`src/rtl/sitbd_pkg.sv`:
```
package sitbd_pkg;

  // Input item kinds.
  typedef enum logic {
    CMD_LOAD    = 1'b0,
    CMD_CONVERT = 1'b1
  } command_t;

  // Characters that the alphabet check and the sign and error outputs use.
  localparam logic [7:0] CH_MINUS = 8'd45;
  localparam logic [7:0] CH_PLUS  = 8'd43;
  localparam logic [7:0] CH_SPACE = 8'd32;
  localparam logic [7:0] CH_DEL   = 8'd127;
  localparam logic [7:0] CH_NONE  = 8'd0;

  // Register file: one register on a 32-bit data bus, word index taken from paddr[2].
  localparam int CFG_ADDR_W = 3;
  localparam int CFG_DATA_W = 32;
  localparam logic REG_DIGIT_COUNT = 1'b0;
  localparam logic [7:0] DIGIT_COUNT_RST = 8'd10;

  // Source of the character loaded into the output register.
  typedef enum logic [1:0] {
    OSEL_SIGN  = 2'd0,
    OSEL_DIGIT = 2'd1,
    OSEL_BAD   = 2'd2
  } out_sel_t;

  // Commands from the controller to the datapath.
  typedef struct packed {
    logic     start;
    logic     load;
    logic     scan_en;
    logic     div_step;
    logic     push;
    logic     pop;
    logic     tbl_rd;
    logic     out_ld;
    out_sel_t out_sel;
    logic     out_last;
  } ctrl_cmd_t;

  // Status from the datapath to the controller.
  typedef struct packed {
    logic n_lt2;
    logic chk_bad;
    logic scan_done;
    logic div_last;
    logic quot_zero;
    logic stack_empty;
    logic neg;
    logic out_free;
  } dp_sts_t;

endpackage

```
`src/rtl/sitbd_ctrl.sv`:
```
module sitbd_ctrl (
  input  logic                 clk,
  input  logic                 rst_n,
  input  logic                 in_valid,
  input  logic                 in_command,
  output logic                 in_ready,
  input  sitbd_pkg::dp_sts_t   sts,
  output sitbd_pkg::ctrl_cmd_t cmd
);
  import sitbd_pkg::*;

  typedef enum logic [8:0] {
    S_IDLE = 9'b000000001,
    S_SCAN = 9'b000000010,
    S_DIV  = 9'b000000100,
    S_PUSH = 9'b000001000,
    S_SIGN = 9'b000010000,
    S_POP  = 9'b000100000,
    S_TBL  = 9'b001000000,
    S_EMIT = 9'b010000000,
    S_BAD  = 9'b100000000
  } state_t;

  state_t state_r;
  state_t state_nxt;

  always_ff @(posedge clk) begin
    if (!rst_n) begin
      state_r <= S_IDLE;
    end else begin
      state_r <= state_nxt;
    end
  end

  always_comb begin
    state_nxt = state_r;
    cmd       = '0;
    in_ready  = 1'b0;
    unique case (state_r)
      S_IDLE: begin
        in_ready = 1'b1;
        if (in_valid) begin
          if (in_command == CMD_CONVERT) begin
            cmd.start = 1'b1;
            state_nxt = S_SCAN;
          end else begin
            cmd.load = 1'b1;
          end
        end
      end
      S_SCAN: begin
        priority if (sts.n_lt2 || sts.chk_bad) begin
          state_nxt = S_BAD;
        end else if (sts.scan_done) begin
          state_nxt = S_DIV;
        end else begin
          cmd.scan_en = 1'b1;
        end
      end
      S_DIV: begin
        cmd.div_step = 1'b1;
        if (sts.div_last) begin
          state_nxt = S_PUSH;
        end
      end
      S_PUSH: begin
        // The dividend register now holds the quotient for the next digit.
        cmd.push  = 1'b1;
        state_nxt = sts.quot_zero ? S_SIGN : S_DIV;
      end
      S_SIGN: begin
        if (!sts.neg) begin
          state_nxt = S_POP;
        end else if (sts.out_free) begin
          cmd.out_ld  = 1'b1;
          cmd.out_sel = OSEL_SIGN;
          state_nxt   = S_POP;
        end
      end
      S_POP: begin
        cmd.pop   = 1'b1;
        state_nxt = S_TBL;
      end
      S_TBL: begin
        cmd.tbl_rd = 1'b1;
        state_nxt  = S_EMIT;
      end
      S_EMIT: begin
        if (sts.out_free) begin
          cmd.out_ld   = 1'b1;
          cmd.out_sel  = OSEL_DIGIT;
          cmd.out_last = sts.stack_empty;
          state_nxt    = sts.stack_empty ? S_IDLE : S_POP;
        end
      end
      S_BAD: begin
        if (sts.out_free) begin
          cmd.out_ld  = 1'b1;
          cmd.out_sel = OSEL_BAD;
          state_nxt   = S_IDLE;
        end
      end
      default: begin
        state_nxt = S_IDLE;
      end
    endcase
  end

endmodule

```
`src/rtl/sitbd_dp.sv`:
```
module sitbd_dp #(
  parameter int MAX_DIGITS   = 128,
  parameter int NUMBER_WIDTH = 32
) (
  input  logic                           clk,
  input  logic                           rst_n,
  input  sitbd_pkg::ctrl_cmd_t           cmd,
  output sitbd_pkg::dp_sts_t             sts,
  input  logic [7:0]                     digit_count,
  input  logic [6:0]                     in_digit_index,
  input  logic [7:0]                     in_digit_char,
  input  logic signed [NUMBER_WIDTH-1:0] in_number,
  input  logic                           out_ready,
  output logic                           out_valid,
  output logic [7:0]                     out_char_out,
  output logic                           out_last,
  output logic                           out_base_invalid
);
  import sitbd_pkg::*;

  localparam int IDX_W = $clog2(MAX_DIGITS);
  localparam int CNT_W = $clog2(MAX_DIGITS + 1);
  localparam int BIT_W = $clog2(NUMBER_WIDTH);
  localparam int SP_W  = $clog2(NUMBER_WIDTH + 1);

  // Alphabet table and digit stack.
  logic [7:0]       tbl_mem [MAX_DIGITS];
  logic [7:0]       tbl_q_r;
  logic [IDX_W-1:0] stk_mem [NUMBER_WIDTH];
  logic [IDX_W-1:0] stk_q_r;

  logic [CNT_W-1:0]        n_r;
  logic                    neg_r;
  logic [NUMBER_WIDTH-1:0] quot_r;
  logic [CNT_W-1:0]        rem_r;
  logic [CNT_W-1:0]        rem_nxt;
  logic [BIT_W-1:0]        bit_r;
  logic [SP_W-1:0]         sp_r;
  logic [SP_W-1:0]         sp_m1;
  logic [CNT_W-1:0]        scan_i_r;
  logic                    chk_v_r;
  logic [127:0]            seen_r;

  logic                    out_valid_r;
  logic [7:0]              out_char_r;
  logic                    out_last_r;
  logic                    out_inv_r;

  logic [8:0]              ld_idx_ext;
  logic                    ld_in_range;
  logic [8:0]              cnt_ext;
  logic [8:0]              neff_ext;
  logic [NUMBER_WIDTH-1:0] num_u;
  logic [NUMBER_WIDTH-1:0] mag;
  logic                    scan_issue;
  logic                    tbl_rd_en;
  logic [IDX_W-1:0]        tbl_rd_addr;
  logic                    bad_char;
  logic [CNT_W:0]          trial;
  logic [CNT_W:0]          diff;
  logic                    fits;

  assign ld_idx_ext  = 9'(in_digit_index);
  assign ld_in_range = ld_idx_ext < 9'(MAX_DIGITS);

  // A count above the table size is clipped to the table size.
  assign cnt_ext  = 9'(digit_count);
  assign neff_ext = (cnt_ext > 9'(MAX_DIGITS)) ? 9'(MAX_DIGITS) : cnt_ext;

  assign num_u = NUMBER_WIDTH'(in_number);
  assign mag   = num_u[NUMBER_WIDTH-1] ? (~num_u + 1'b1) : num_u;

  assign scan_issue  = cmd.scan_en && (scan_i_r != n_r);
  assign tbl_rd_en   = scan_issue || cmd.tbl_rd;
  assign tbl_rd_addr = cmd.tbl_rd ? stk_q_r : scan_i_r[IDX_W-1:0];
  assign sp_m1       = sp_r - 1'b1;

  always_ff @(posedge clk) begin
    if (cmd.load && ld_in_range) begin
      tbl_mem[ld_idx_ext[IDX_W-1:0]] <= in_digit_char;
    end
    if (tbl_rd_en) begin
      tbl_q_r <= tbl_mem[tbl_rd_addr];
    end
  end

  always_ff @(posedge clk) begin
    if (cmd.push) begin
      stk_mem[sp_r[BIT_W-1:0]] <= rem_r[IDX_W-1:0];
    end
    if (cmd.pop) begin
      stk_q_r <= stk_mem[sp_m1[BIT_W-1:0]];
    end
  end

  // Alphabet check: one entry per cycle, duplicates caught by a bitmap of
  // the characters seen so far. Only printable characters reach the bitmap.
  assign bad_char = (tbl_q_r == CH_MINUS) || (tbl_q_r == CH_PLUS) ||
                    (tbl_q_r <= CH_SPACE) || (tbl_q_r >= CH_DEL) ||
                    seen_r[tbl_q_r[6:0]];

  always_ff @(posedge clk) begin
    if (!rst_n) begin
      scan_i_r <= '0;
      chk_v_r  <= 1'b0;
    end else if (cmd.start) begin
      scan_i_r <= '0;
      chk_v_r  <= 1'b0;
    end else if (cmd.scan_en) begin
      if (scan_issue) begin
        scan_i_r <= scan_i_r + 1'b1;
      end
      chk_v_r <= scan_issue;
    end else begin
      chk_v_r <= 1'b0;
    end
  end

  always_ff @(posedge clk) begin
    if (cmd.start) begin
      seen_r <= '0;
    end else if (cmd.scan_en && chk_v_r) begin
      seen_r[tbl_q_r[6:0]] <= 1'b1;
    end
  end

  // Restoring division, one quotient bit per cycle. The quotient shifts into
  // the dividend register, so it is ready as the next dividend.
  assign trial   = {rem_r, quot_r[NUMBER_WIDTH-1]};
  assign fits    = trial >= {1'b0, n_r};
  assign diff    = trial - {1'b0, n_r};
  assign rem_nxt = fits ? diff[CNT_W-1:0] : trial[CNT_W-1:0];

  always_ff @(posedge clk) begin
    if (!rst_n) begin
      sp_r  <= '0;
      bit_r <= '0;
    end else if (cmd.start) begin
      n_r    <= neff_ext[CNT_W-1:0];
      neg_r  <= num_u[NUMBER_WIDTH-1];
      quot_r <= mag;
      rem_r  <= '0;
      bit_r  <= '0;
      sp_r   <= '0;
    end else if (cmd.div_step) begin
      quot_r <= {quot_r[NUMBER_WIDTH-2:0], fits};
      rem_r  <= rem_nxt;
      bit_r  <= bit_r + 1'b1;
    end else if (cmd.push) begin
      sp_r  <= sp_r + 1'b1;
      rem_r <= '0;
      bit_r <= '0;
    end else if (cmd.pop) begin
      sp_r <= sp_m1;
    end
  end

  // Output register: a new result may be loaded in the cycle the old one
  // is transferred.
  always_ff @(posedge clk) begin
    if (!rst_n) begin
      out_valid_r <= 1'b0;
    end else if (cmd.out_ld) begin
      out_valid_r <= 1'b1;
    end else if (out_ready) begin
      out_valid_r <= 1'b0;
    end
  end

  always_ff @(posedge clk) begin
    if (cmd.out_ld) begin
      unique case (cmd.out_sel)
        OSEL_SIGN: begin
          out_char_r <= CH_MINUS;
          out_last_r <= 1'b0;
          out_inv_r  <= 1'b0;
        end
        OSEL_DIGIT: begin
          out_char_r <= tbl_q_r;
          out_last_r <= cmd.out_last;
          out_inv_r  <= 1'b0;
        end
        default: begin
          out_char_r <= CH_NONE;
          out_last_r <= 1'b1;
          out_inv_r  <= 1'b1;
        end
      endcase
    end
  end

  assign out_valid        = out_valid_r;
  assign out_char_out     = out_char_r;
  assign out_last         = out_last_r;
  assign out_base_invalid = out_inv_r;

  assign sts.n_lt2       = n_r < CNT_W'(2);
  assign sts.chk_bad     = chk_v_r && bad_char;
  assign sts.scan_done   = (scan_i_r == n_r) && !chk_v_r;
  assign sts.div_last    = bit_r == BIT_W'(NUMBER_WIDTH - 1);
  assign sts.quot_zero   = quot_r == '0;
  assign sts.stack_empty = sp_r == '0;
  assign sts.neg         = neg_r;
  assign sts.out_free    = !out_valid_r || out_ready;

endmodule

```
`src/rtl/signed_integer_to_base_digits_top.sv`:
```
// Converts a signed NUMBER_WIDTH-bit number to text in a radix set by a
// loadable digit alphabet. A load item writes one alphabet byte; a convert
// item checks the first digit_count entries (at least two, all distinct,
// printable, no '+' or '-') and then sends '-' for a negative number and the
// digits most significant first, the final one marked last. A failed check
// gives one result with base_invalid and last set and char_out zero. Alphabet
// entries must be written before a conversion uses them; the table has no
// reset and no clearing pass. One item is processed at a time. A load leaves
// the block idle, ready for the next item. A conversion ends when its last
// character is loaded into the output register, and the next item is taken
// in the cycle after that. The check reads one table entry per cycle, and the
// digits come from one shared divider that produces one quotient bit per
// cycle. Output stalls hold the conversion while it waits to load a character.
// digit_count is written at byte address 0 of the register port.
module signed_integer_to_base_digits_top #(
  parameter int MAX_DIGITS   = 128,
  parameter int NUMBER_WIDTH = 32
) (
  input  logic                                clk,
  input  logic                                rst_n,
  input  logic                                in_valid,
  output logic                                in_ready,
  input  logic                                in_command,
  input  logic [6:0]                          in_digit_index,
  input  logic [7:0]                          in_digit_char,
  input  logic signed [NUMBER_WIDTH-1:0]      in_number,
  output logic                                out_valid,
  input  logic                                out_ready,
  output logic [7:0]                          out_char_out,
  output logic                                out_last,
  output logic                                out_base_invalid,
  input  logic                                psel,
  input  logic                                penable,
  input  logic                                pwrite,
  input  logic [sitbd_pkg::CFG_ADDR_W-1:0]    paddr,
  input  logic [sitbd_pkg::CFG_DATA_W-1:0]    pwdata,
  output logic [sitbd_pkg::CFG_DATA_W-1:0]    prdata,
  output logic                                pready
);
  import sitbd_pkg::*;

  logic [7:0] digit_count_r;
  logic       reg_sel;
  ctrl_cmd_t  cmd;
  dp_sts_t    sts;

  assign pready  = 1'b1;
  assign reg_sel = paddr[CFG_ADDR_W-1] == REG_DIGIT_COUNT;
  assign prdata  = reg_sel ? CFG_DATA_W'(digit_count_r) : '0;

  always_ff @(posedge clk) begin
    if (!rst_n) begin
      digit_count_r <= DIGIT_COUNT_RST;
    end else if (psel && penable && pwrite && pready && reg_sel) begin
      digit_count_r <= pwdata[7:0];
    end
  end

  sitbd_ctrl u_ctrl (
    .clk        (clk),
    .rst_n      (rst_n),
    .in_valid   (in_valid),
    .in_command (in_command),
    .in_ready   (in_ready),
    .sts        (sts),
    .cmd        (cmd)
  );

  sitbd_dp #(
    .MAX_DIGITS   (MAX_DIGITS),
    .NUMBER_WIDTH (NUMBER_WIDTH)
  ) u_dp (
    .clk              (clk),
    .rst_n            (rst_n),
    .cmd              (cmd),
    .sts              (sts),
    .digit_count      (digit_count_r),
    .in_digit_index   (in_digit_index),
    .in_digit_char    (in_digit_char),
    .in_number        (in_number),
    .out_ready        (out_ready),
    .out_valid        (out_valid),
    .out_char_out     (out_char_out),
    .out_last         (out_last),
    .out_base_invalid (out_base_invalid)
  );

endmodule

```
`config.mk`:
```
export PLATFORM = sky130hd
export DESIGN_NAME = signed_integer_to_base_digits_top
export DESIGN_NICKNAME = d
export VERILOG_FILES = /design/src/rtl/sitbd_pkg.sv /design/src/rtl/sitbd_ctrl.sv /design/src/rtl/sitbd_dp.sv /design/src/rtl/signed_integer_to_base_digits_top.sv
export SDC_FILE = /design/constraint.sdc
export NUM_CORES = 2
export LEC_CHECK = 0
export ABC_AREA = 0
export BUFFER_PORTS_ARGS = -buffer_cell sky130_fd_sc_hd__buf_2
export CORE_ASPECT_RATIO = 2
export CORE_MARGIN = 3
export CORE_UTILIZATION = 29
export DETAILED_ROUTE_END_ITERATION = 12
export GPL_TIMING_DRIVEN = 0
export SLEW_MARGIN = 20
export SYNTH_ARGS = -nofsm -noshare
export SYNTH_HDL_FRONTEND = slang
export SYNTH_SLANG_ARGS = --single-unit
```
`constraint.sdc`:
```
create_clock -name clk -period 13.2 [get_ports clk]
set_input_delay 1.98 -clock clk [delete_from_list [all_inputs] [get_ports clk]]
set_output_delay 1.98 -clock clk [all_outputs]
set_load 0.03 [all_outputs]
```
==> results.rst <==
.. list-table::
   :header-rows: 1

   * - Metric
     - Value
   * - Delay-heaviest family, CP
     - simple AND/OR/NAND/NOR gates
   * - Type of the worst setup path
     - reg -> reg
   * - Routed WL per cell
     - 28.16 um
   * - Routability congestion estimate from global placement
     - 0.9819
   * - Startpoint type of the worst setup path
     - flip-flop
   * - Leading cell type in the layout, fill and taps excluded
     - edfxtp_1
   * - Max stage delay on crit path
     - 0.84 ns
   * - Wire length on met1
     - 58.25 mm
   * - Slew headroom
     - 11.50%
   * - Unrepaired setup endpoints after global routing
     - no
   * - Maximum number of pins on one net before global-route repair
     - 114
   * - Number of nets still failing antenna checks after routing
     - 0
   * - Maximum net fanout on the critical path
     - 10
   * - Clock edge transition at the registers on the reported setup and hold paths
     - 0.07 ns
   * - Most repeated library cell on the critical path
     - clkbuf_1
   * - Share of the yosys chip area belonging to registers
     - 71.42%
   * - Setup repair bufs after CTS
     - 0
   * - Met3 Routed Length
     - 12.98 mm
   * - Final Hold Fails
     - 0
   * - DR vias/cell
     - 5.208
   * - Slew at the pin closest to its max-slew limit
     - 1.291 ns
   * - Post-DP HPWL
     - 145.7 mm
   * - R2r setup slk
     - 7.04 ns
   * - Antenna violations before repair
     - 13
   * - Number of unique standard cell types used by synthesis
     - 86
   * - Post-synthesis async set-or-reset flop share
     - 0%
   * - Final-report setup violation count
     - 0
   * - Count of buffering cells on the critical path with inverters included
     - 2
   * - Leakage power summed over all cells
     - 22.06 nW
   * - First-pass GRT wire length
     - 278.0 mm
   * - Via total after detailed routing
     - 36.96k
   * - Min Hold Slack
     - 0.4475 ns
   * - Most instantiated flip-flop cell in the synthesis netlist
     - edfxtp_1
   * - Ratio of final minimum period to clock period
     - 46.63%
   * - Syn Area/Cell
     - 15.08 sq um
   * - Total Negative Setup Slacks
     - 0 ns
   * - Power density over the cells
     - 141.5 nW/um^2
   * - CTS resizes
     - 0
   * - All-Layer GR Usage
     - 18.27%
   * - Deepest clock path buffer count
     - 3
   * - Clock latency of the later-clocked register in the worst-skew pair
     - 0.77 ns
   * - Worst min-delay path category
     - reg -> reg
   * - CTS H-Tree Depth
     - 3
   * - Die Outline Area
     - 213,600 sq um
   * - Detailed Route WL
     - 199.9 mm
   * - Data required time of the worst path
     - 13.64 ns
   * - Mapped Cells
     - 3,994
   * - Post-route minimum period
     - 6.156 ns
   * - Yosys warning total
     - 0
   * - Highest metal layer with signal wires
     - met5
   * - Data arrival at the endpoint of the critical path
     - 6.59 ns
   * - Met2 layer wire length in the routed design
     - 108.4 mm
   * - Run status
     - completed
   * - CP Capture Type
     - flip-flop
   * - Count of flip-flops with a built-in enable after synthesis
     - 1,322
   * - Num CTS Buffers
     - 120
   * - I/O Pins
     - 135
   * - Clock root buffer
     - clkbuf_16
   * - TritonCTS clock tree
     - done
   * - Die Y-Extent
     - 650.5 um
   * - Reported max-cap violation count
     - 0
   * - DRC violation total after the first TritonRoute iteration
     - 3,664
   * - Area growth syn-to-layout
     - 14.27%
   * - Number of hold-repair buffers added at the cts stage
     - 0
   * - Number of slew-limit violations in the final report
     - 0
   * - Number of nets in the final layout
     - 4,352
   * - Maximum ir drop on the vdd rail
     - 0.1053 mV
   * - Clk sink count
     - 1,488
   * - Detailed Routing Iterations Pass 1
     - 9
   * - Highest attainable clock frequency
     - 162.5 MHz
   * - Count of state elements after synthesis
     - 1,488
   * - Core area
     - 206,700 sq um
   * - Commonest non-fill, non-tap cells in the layout
     - edfxtp_1, nand2_1, nor2_1, a21oi_1, mux4_2
   * - Sequence of cells on the critical path
     - or4_4 -> nor3_4 -> mux2i_2 -> clkbuf_1 -> clkbuf_1 -> nand2_1 -> a21oi_1 -> nor3_1 -> nand3_1 -> nand4_1 -> nor4_1
   * - CP max stage cell
     - mux2i_2
   * - Total gr overflow
     - 0
   * - Total of buffers placed on input and output ports
     - 83
   * - Detailed-route DRC error count
     - 0
   * - Layout cell share with drive strength beyond 1
     - 15.04%
   * - Cell Rows
     - 236
   * - Final setup skew
     - 0.04290 ns
   * - Cell area after synthesis
     - 60,240 sq um
   * - Starting density of the core
     - 29.14%
   * - Via count of the first global-routing pass
     - 37.90k
   * - Die Width
     - 328.3 um
[final timing paths]
path	startpoint	endpoint	depth (start not counted)
max	u_ctrl.state_r[2]$_SDFFE_PN0P_	u_dp.tbl_q_r[1]$_DFFE_PP_	11
min	u_dp.seen_r[76]$_SDFFE_PP0P_	u_dp.seen_r[76]$_SDFFE_PP0P_	2
max reg2reg	u_ctrl.state_r[2]$_SDFFE_PN0P_	u_dp.tbl_q_r[1]$_DFFE_PP_	11
min reg2reg	u_dp.seen_r[76]$_SDFFE_PP0P_	u_dp.seen_r[76]$_SDFFE_PP0P_	2
[worst register-to-register path: cells and delay by family (launching register included)]
family	cells	cell delay [ns]
and+or+nand+nor	7	2.80
DFF	1	0.40
AOI/OAI and AO/OA	1	0.30
buffers and inverters	2	1.52
muxes	1	0.84
[cell usage after synthesis, drive strengths merged (22+ instances only)]
library cell	count	area, sq um
and3	36	225.2
nand2	609	2293
nand3	85	425.4
nand4	22	137.6
a22o	47	411.6
nor4	26	190.2
mux4	186	4227
a21oi	179	895.9
buf	116	860.8
a221oi	27	236.5
o21ai	118	594.3
nor2	255	973.4
a31oi	40	250.2
mux2i	75	750.7
a22oi	48	360.4
clkbuf	132	495.5
and2	50	312.8
nor3	35	186.4
dfxtp	166	3323
edfxtp	1322	39700
nor2b	31	193.9
inv	25	93.84
o22ai	36	225.2
xor2	32	280.3
[sequential cells by signal (all words and copies together) (netlist names), 5 cells and up]
| register | cells |
|---|---|
| digit_count_r | 8 |
| u_ctrl.state_r | 9 |
| u_dp.bit_r | 5 |
| u_dp.n_r | 8 |
| u_dp.out_char_out | 8 |
| u_dp.quot_r | 32 |
| u_dp.rem_r | 8 |
| u_dp.scan_i_r | 8 |
| u_dp.seen_r | 128 |
| u_dp.sp_r | 6 |
| u_dp.stk_mem | 224 |
| u_dp.stk_q_r | 7 |
| u_dp.tbl_mem | 1024 |
| u_dp.tbl_q_r | 8 |
[metrics by stage]
stage               util [%]  setup WS, ns  cells  instance area (sq um)  power (W)
finish                 33.30         7.044   7097                  68830   0.009743
global route           33.29         7.077   7087                  68810   0.009991
CTS                    33.26         7.355   7083                  68750   0.009767
detailed placement     31.28         7.302   6856                  64660   0.006035
global placement       31.04         6.162   6837                  64170   0.006015
floorplan                  -         7.719   4017                  60330   0.005697
[logic make-up (layout without fill, tap and decap cells)]
family	count (synthesis)	in the layout	synth area share (%)
flip-flops	1488	1488	71.42
AND/OR/NAND/NOR	1226	1226	9.183
AO/OA/AOI/OAI	654	654	7.199
multiplexers	279	279	8.618
buffers and inverters	274	606	2.414
XOR/XNOR	53	53	0.7706
adder cells (fa/ha/maj)	18	18	0.3863
other	2	36	0.01247
[final cells by class]
class | count | area, sq um
fillers | 20043 | 137900
well taps | 2737 | 3425
flip-flops and latches | 1488 | 43020
diodes | 11 | 27.53
plain buffers | 248 | 1364
multi-input cells | 2255 | 15950
clock inverters | 80 | 888.4
repair buffers | 105 | 865.8
clock buffers | 147 | 3199
inverters | 26 | 97.59
[where the power goes]
| group | switching, W | internal, W |
|---|---|---|
| sequential | 0.0000258 | 0.00515 |
| clock | 0.00176 | 0.00204 |
| combinational | 0.000532 | 0.000235 |
| total | 0.00232 | 0.00743 |
[per-layer routing]
layer	track usage, %	vias up
met5	0	-
met4	15.69	4
met3	3.374	621
met2	34.75	1819
met1	16.19	18670
li1	-	15850
Power figures use the tool's default switching activity.
